## config.mk

```make
export PLATFORM = sky130hd
export DESIGN_NAME = mrbf_ram
export DESIGN_NICKNAME = d
export VERILOG_FILES = /design/src/mrbf_ram.sv
export SDC_FILE = /design/constraint.sdc
export NUM_CORES = 1
export LEC_CHECK = 0
export ABC_CLOCK_PERIOD_IN_PS = 4000
export BUFFER_PORTS_ARGS = -buffer_cell sky130_fd_sc_hd__buf_2
export CAP_MARGIN = 10
export CORE_MARGIN = 5
export CORE_UTILIZATION = 45
export CTS_CLUSTER_DIAMETER = 30
export DETAILED_ROUTE_END_ITERATION = 12
export HOLD_SLACK_MARGIN = 0.03
export SYNTH_ARGS = -nofsm -noshare
export SYNTH_HDL_FRONTEND = slang
export SYNTH_SLANG_ARGS = --single-unit
```

## constraint.sdc

```tcl
create_clock -name clk -period 4 [get_ports clk]
set_input_delay 0 -clock clk [delete_from_list [all_inputs] [get_ports clk]]
set_output_delay 0 -clock clk [all_outputs]
set_load 0.1 [all_outputs]
```

## src/mrbf_ram.sv

```systemverilog
`timescale 1ns / 1ps
`default_nettype none

module mrbf_ram #(
  parameter int unsigned WIDTH = 8,
  parameter int unsigned DEPTH = 64
) (
  input  wire logic                     clk,
  input  wire logic                     we,
  input  wire logic [$clog2(DEPTH)-1:0] waddr,
  input  wire logic [WIDTH-1:0]         wdata,
  input  wire logic                     re,
  input  wire logic [$clog2(DEPTH)-1:0] raddr,
  output logic      [WIDTH-1:0]         rdata
);

  logic [WIDTH-1:0] mem [DEPTH];

  always_ff @(posedge clk) begin
    if (we) begin
      mem[waddr] <= wdata;
    end
    if (re) begin
      rdata <= mem[raddr];
    end
  end

endmodule

`default_nettype wire

```

# Word level (Yosys, flattened, before mapping)

Memory sizes are Yosys's and may differ from the RTL's. A register that Yosys moved wholly into a read port is not among the register bits.
Index checks and enable logic that the tools add are counted.

Register bits after elaboration: 0
Memory bits (writable): 512
Bits of input ports: 23
Logic and storage cells: 3
Memories kept: 1

Memory list:

| memory | words | width | read ports | clocked after memory_dff | wr ports | line | text |
|---|---|---|---|---|---|---|---|
| mem    | 64    | 8     | 1          | 1                        | 1        | 17   | `logic [WIDTH-1:0] mem [DEPTH];` |

Mux-type cells: 2

Operators with widths:

| operator          | count |
|---|---|
| 1-bit two-way mux | 2 |

# Longest topological paths before layout

Gate-level depths: netlist of run 1.

Depth after elaboration: 2
Mapped depth: 9
Mapped depth without buffers: 5

# Worst setup path before layout of run 1

OpenSTA, ideal clock, no wires.

Path type: register -> register
Start point: memory mem[29][4]
End point: register rdata[4], read port of mem (data pin)
Setup time: 270 ps
Arrival: 1560 ps
Required time: 3730 ps
Path slack: 2170 ps
Stages on the path, launching flop included: 6
Path buffers: 0
Period minus slack after synthesis: 1830 ps
Cells stage by stage: edfxtp_1 mux4_2 mux2_2 o221a_2 nor3_1 o32ai_1

RTL lines:

| item            | line | text |
|---|---|---|
| start, declared | 17   |  |
| end, declared   | 14   | `output logic [WIDTH-1:0] rdata` |

==> results.cfg, run 1 <==
[setup_path]
cp_num_cells = 5
cp.buffers_inverters = 1
crit_path_max_incr_delay_ps = 940
startpoint_type = flip-flop
arrival_ps = 2830
critPathRequiredTime_ps = 4340
slowest_stage = a2111oi_0
crit_fanout = 1
path_class = reg -> reg
cp_top_family = compound AO/OA/AOI/OAI gates
critPathCaptureType = flip-flop
r2r_start = mem[0][3]$_DFFE_PP_
rr_worst_depth = 5
crit_chain = mux4_2 -> nor2b_1 -> a2111oi_0 -> buf_4 -> o41ai_1
crit_start = mem[0][3]$_DFFE_PP_

[routing]
routed_via_density = 5.73
route.detailed.drc = 0
drt_first_pass_iters = 5
drtIter0Drc = 1068
ant_nets = 0
num_vias = 9862
wl_per_cell_um = 26.5
drt-total-wl_um = 45700

[timing]
max_freq_mhz = 401
final.setup.tns_ps = 0
slew_viol_final = 0
finalClockSkew_ps = 22.8
slew_headroom_pct = 21.4
fin_crit_sh_pct = 62.3
post-route-min-period_ps = 2490
worst_pin_slew_ps = 1180
rsz0062_at_grt = no
hold_viol = 0
setup_viol = 0

[global_route]
grt_pass1_vias = 10200
grt_usage_pct = 18.6
antenna_found_initial = 1
grt_pass1_wl_um = 68300
grt_overflow = 0
grt_max_degree = 65

[final_layout]
multi_input_area_sq_mm = 0.00432
design_area_sq_mm = 0.0244
nets = 1069
final_cell_mix = edfxtp_1 (520), mux4_2 (126), clkbuf_16 (96)
ff_latch_area_sq_mm = 0.0156
nFillCells = 3354
layout-drive-gt1-share_pct = 31.0
final_common_cell = edfxtp_1
syn2layout_area_growth_pct = 20.4
antennaDiodeCount = 0

[synthesis]
synth_area_sq_mm = 0.0202
synthDistinctLibCells = 39
yosysWarnings = 0
yosysSeqAreaShare_pct = 77.1
ys_ff_latch = 520
avgSynthCellArea_sq_um = 21.5
syn-num-nets = 963
syn-instance-count = 940

[clock_network]
htreeDepth = 3
cts_sinks = 520
clockBufferDepth = 3
post_cts_resized = 0
cts_tree = done
cts_buffers = 95
insertion_delay_ps = 620
clkTransAtPathRegs_ps = 60
cts-root-buf = clkbuf_16

[power_and_ir_drop]
vdd_drop_max_uv = 375
power.leakage_uw = 0.00782
p_per_area_mw_per_mm2 = 600

[outcome]
status = completed

[worst_hold_path]
hold_start = wdata[6]
min_path_cells = 2
hp-class = in -> reg

[floorplan]
core_sq_mm = 0.0443
fp-row-count = 77
die_h_um = 222
dieWidth_um = 222
ios = 31
dieArea_sq_mm = 0.0493
start_util_pct = 45.7

[placement]
port_buffers = 30
dp_hpwl_um = 26700
place.gp.congestion = 0.791
dpl_cell_area_sq_mm = 0.0210

[flow_run]
maxCapViolations = 0
synthesized netlist by cell type:
cell | n | area share [%]
edfxtp_1 | 520 | 77
mux4_2 | 126 | 14
nor2_1 | 83 | 1.5
mux2i_1 | 23 | 1.1
nand2_1 | 19 | 0.35
clkbuf_1 | 17 | 0.32
nor2b_1 | 14 | 0.43
buf_4 | 13 | 0.48
mux2_2 | 13 | 0.72
nand3_1 | 13 | 0.32
buf_2 | 11 | 0.27
o221ai_1 | 8 | 0.35
o22ai_1 | 8 | 0.25
nand2b_1 | 7 | 0.22
nor3_1 | 7 | 0.17
a221oi_1 | 6 | 0.26
a211oi_1 | 4 | 0.15
buf_1 | 4 | 0.074
buf_6 | 4 | 0.22
a21oi_1 | 3 | 0.074
a22oi_1 | 3 | 0.11
nand3b_1 | 3 | 0.11
o2111ai_1 | 3 | 0.13
o2bb2ai_1 | 3 | 0.13
a2111oi_0 | 2 | 0.087
buf_12 | 2 | 0.20
nand4_1 | 2 | 0.062
nor4_1 | 2 | 0.062
o21a_1 | 2 | 0.074
o21ai_0 | 2 | 0.049
o21ai_1 | 2 | 0.049
o221a_2 | 2 | 0.11
o32ai_1 | 2 | 0.087
o41ai_1 | 2 | 0.087
a31oi_1 | 1 | 0.031
and2_1 | 1 | 0.031
nand4b_1 | 1 | 0.043
o311ai_1 | 1 | 0.043
or3_1 | 1 | 0.031
registers in the layout, summed over array words and instances (netlist names):
signal	cells
rdata	8
mem	512
cells by family after synthesis:
kind of cell,count (synthesis),synth area share (%)
compound gates,54,2.06
flops,520,77.1
mux,162,15.9
simple gates,153,3.37
buf+inv,51,1.56
report_power, final:
part	switching, uW	internal [uW]	total (uW)	leakage [uW]
registers	16.8	6060	6080	0.00469
logic	393	211	603	0.00156
clock network	2770	5170	7950	0.00157
total	3180	11400	14600	0.00782
routing by layer:
| layer | GRT usage, % | vias up | share of wire, % |
|---|---|---|---|
| li1 | - | 4199 | - |
| met1 | 26.5 | 5201 | 42 |
| met2 | 29.0 | 393 | 48 |
| met3 | 4.20 | 67 | 7.3 |
| met4 | 6.01 | 2 | 2.0 |
| met5 | 0 | - | 0.026 |
worst paths after layout:
| kind | end | slack [ps] |
|---|---|---|
| worst min-delay path | mem[63][6]$_DFFE_PP_ | 50 |
| worst min register to register | rdata[1]$_DFFE_PP_ | 900 |
| worst max-delay path | rdata[3]$_DFFE_PP_ | 1510 |
| worst max register to register | rdata[3]$_DFFE_PP_ | 1510 |
cell type report:
cell class              instances  area share, %
well taps                     592           3.04
clock buffers                 105           9.99
clock inverters                75           3.36
flip-flops and latches        520           64.1
multi-input cells             369           17.7
repair buffers                 60           1.83
stage by stage:
step / worst slack [ps] / util, % / cells / power, uW / hold WS, ps
detailed placement: 1050 / 47.4 / 1532 / 6780 / 399
floorplan: 2170 / - / 940 / 6540 / 98.9
finish: 1510 / 55.0 / 1721 / 14600 / 50.4
CTS: 1540 / 54.9 / 1719 / 14700 / 67.3
global route: 1370 / 55.0 / 1721 / 15100 / 88.7
global placement: 1120 / 47.4 / 1532 / 6780 / 404
timing repair:
item | CTS | global route
hold buffers | 7 | 1
hold endpoints to repair | 19 | 20
setup buffers | 0 | 0
Power figures use the tool's default switching activity.
==> inputs of run 2 (changes only) <==
--- a/config.mk
+++ b/config.mk
@@ -5,7 +5,7 @@
 export SDC_FILE = /design/constraint.sdc
 export NUM_CORES = 1
 export LEC_CHECK = 0
-export ABC_CLOCK_PERIOD_IN_PS = 4000
+export ABC_CLOCK_PERIOD_IN_PS = 2450
 export BUFFER_PORTS_ARGS = -buffer_cell sky130_fd_sc_hd__buf_2
 export CAP_MARGIN = 10
 export CORE_MARGIN = 5
==> constraint.sdc (replaced) <==
create_clock -name clk -period 2.45 [get_ports clk]
set_input_delay 0 -clock clk [delete_from_list [all_inputs] [get_ports clk]]
set_output_delay 0 -clock clk [all_outputs]
set_load 0.1 [all_outputs]
==> run 2 against run 1 <==
  * Sequential power increased by 63%
  * Die area unchanged
  * Worst hold slack improved by 10 ps
  * Largest cell class unchanged
  * Clock skew decreased by 4.1 ps
  * Final area increased by 4.7%
  * Largest power group unchanged
  * Clock-buffer cell count increased by 14
  * Global-route usage increased by 0.87 points
  * Cell count increased by 6.4%
  * Via count increased by 3.2%
  * Non-clock buffer count increased by 101
  * Utilization increased by 2.6 points
  * Critical path depth unchanged
==> results.cfg, run 2 (same netlist as run 1, synthesis figures left out) <==
[outcome]
status = completed

[timing]
post-route-min-period_ps = 2180
fin_crit_sh_pct = 88.9
worst_pin_slew_ps = 872
slew_headroom_pct = 41.9
rsz0062_at_grt = no
final.setup.tns_ps = 0
finalClockSkew_ps = 18.7
slew_viol_final = 0
max_freq_mhz = 459
setup_viol = 0
setup_slack_ps = 271
hold_viol = 0

[routing]
drtIter0Drc = 922
num_vias = 10200
wl_per_cell_um = 25.9
ant_nets = 0
drt-total-wl_um = 47400
drt_first_pass_iters = 7
route.detailed.drc = 0
routed_via_density = 5.56

[clock_network]
cts_setup_buffers = 0
clkTransAtPathRegs_ps = 50
post_cts_resized = 0
cts-root-buf = clkbuf_16
cts_tree = done
cts_sinks = 520
cts_buffers = 102
htreeDepth = 3
insertion_delay_ps = 630
cts_hold_buffers = 16
clockBufferDepth = 3

[setup_path]
r2r_start = mem[21][4]$_DFFE_PP_
crit_chain = mux4_2 -> mux2_2 -> o221a_2 -> nor3_1 -> o32ai_1
rr_worst_depth = 5
rr_endpoint = rdata[4]$_DFFE_PP_
cp.buffers_inverters = 0
critPathCaptureType = flip-flop
slowest_stage = mux4_2
critPathRequiredTime_ps = 2800
arrival_ps = 2530
startpoint_type = flip-flop
crit_path_max_incr_delay_ps = 460
r2r_slack_ps = 270
crit_fanout = 1
path_class = reg -> reg
cp_top_family = multiplexers

[power_and_ir_drop]
power.leakage_uw = 0.00850
vdd_drop_max_uv = 552
p_per_area_mw_per_mm2 = 979

[placement]
place.gp.congestion = 0.809
dp_hpwl_um = 29300
port_buffers = 30
dp_slack_ps = 141

[worst_hold_path]
hp-class = in -> reg
hold_start = wdata[0]
min_path_cells = 2
hold_end = mem[21][0]$_DFFE_PP_

[flow_run]
maxCapViolations = 0

[global_route]
grt_pass1_vias = 10800
grt_usage_pct = 19.5
antenna_found_initial = 2
grt_pass1_wl_um = 71200
grt_overflow = 0
grt_max_degree = 65

[floorplan]
dieArea_sq_mm = 0.0493
core_sq_mm = 0.0443
dieWidth_um = 222
start_util_pct = 45.7
ios = 31
fp-row-count = 77
die_h_um = 222

[final_layout]
layout-drive-gt1-share_pct = 36.2
final_common_cell = edfxtp_1
largest_reg_flops = 512
nets = 1177
final_util_pct = 57.6
final_cell_mix = edfxtp_1 (520), mux4_2 (126), buf_4 (107)
biggestRegsByFlops = mem (512), rdata (8)
syn2layout_area_growth_pct = 26.1
regMostFlops = mem
nFillCells = 3272
antennaDiodeCount = 0
run 2: cell types whose count changed in the layout (fill, tap and decap cells not counted), sizes merged:
cell	previous run	this run
buf	51	144
inv	14	6
clkinv	42	39
dlygate4sd3	8	16
clkinvlp	8	9
clkbuf	106	120
bufinv	11	16
run 2: worst max-delay path by stage:
stage,slack [ps],cells after the start,start,endpoint
after floorplan,620,5,mem[29][4]$_DFFE_PP_,rdata[4]$_DFFE_PP_
after global placement,130,7,raddr[0],rdata[5]$_DFFE_PP_
after detailed placement,140,7,raddr[0],rdata[5]$_DFFE_PP_
after CTS,240,5,mem[21][4]$_DFFE_PP_,rdata[4]$_DFFE_PP_
after global routing,190,5,mem[21][4]$_DFFE_PP_,rdata[4]$_DFFE_PP_
final,270,5,mem[21][4]$_DFFE_PP_,rdata[4]$_DFFE_PP_
run 2: metal layers:
metal,vias to the layer above,global-route usage (%),share of wire (%)
li1,4424,-,-
met1,5304,27.1,42
met2,376,30.4,48
met3,73,4.71,7.2
met4,2,7.08,2.6
met5,-,0,0.040
run 2: report_power, final:
part           leakage, uW  internal, uW  total (uW)  switching [uW]
Sequential         0.00469          9890        9920            28.1
Combinational      0.00211           402        1060             662
Clock              0.00170          9460       14000            4530
Total              0.00850         19800       25000            5220
run 2: cell type report:
type / instances / area, sq um / area share [%]
tap: 592 / 741 / 2.90
clock inverter: 70 / 880 / 3.45
sequential: 520 / 15600 / 61.2
timing repair buffer: 161 / 1310 / 5.14
clock buffer: 119 / 2660 / 10.4
multi-input combinational: 369 / 4320 / 16.9
run 2: metrics by stage:
stage / cells / total power [uW] / hold slack, ps / area (sq um)
floorplan: 940 / 10700 / 98.9 / 20200
global placement: 1626 / 11100 / 411 / 21800
detailed placement: 1626 / 11100 / 412 / 21800
CTS: 1831 / 25200 / 40.6 / 25500
global route: 1831 / 25800 / 65.4 / 25500
finish: 1831 / 25000 / 60.4 / 25500
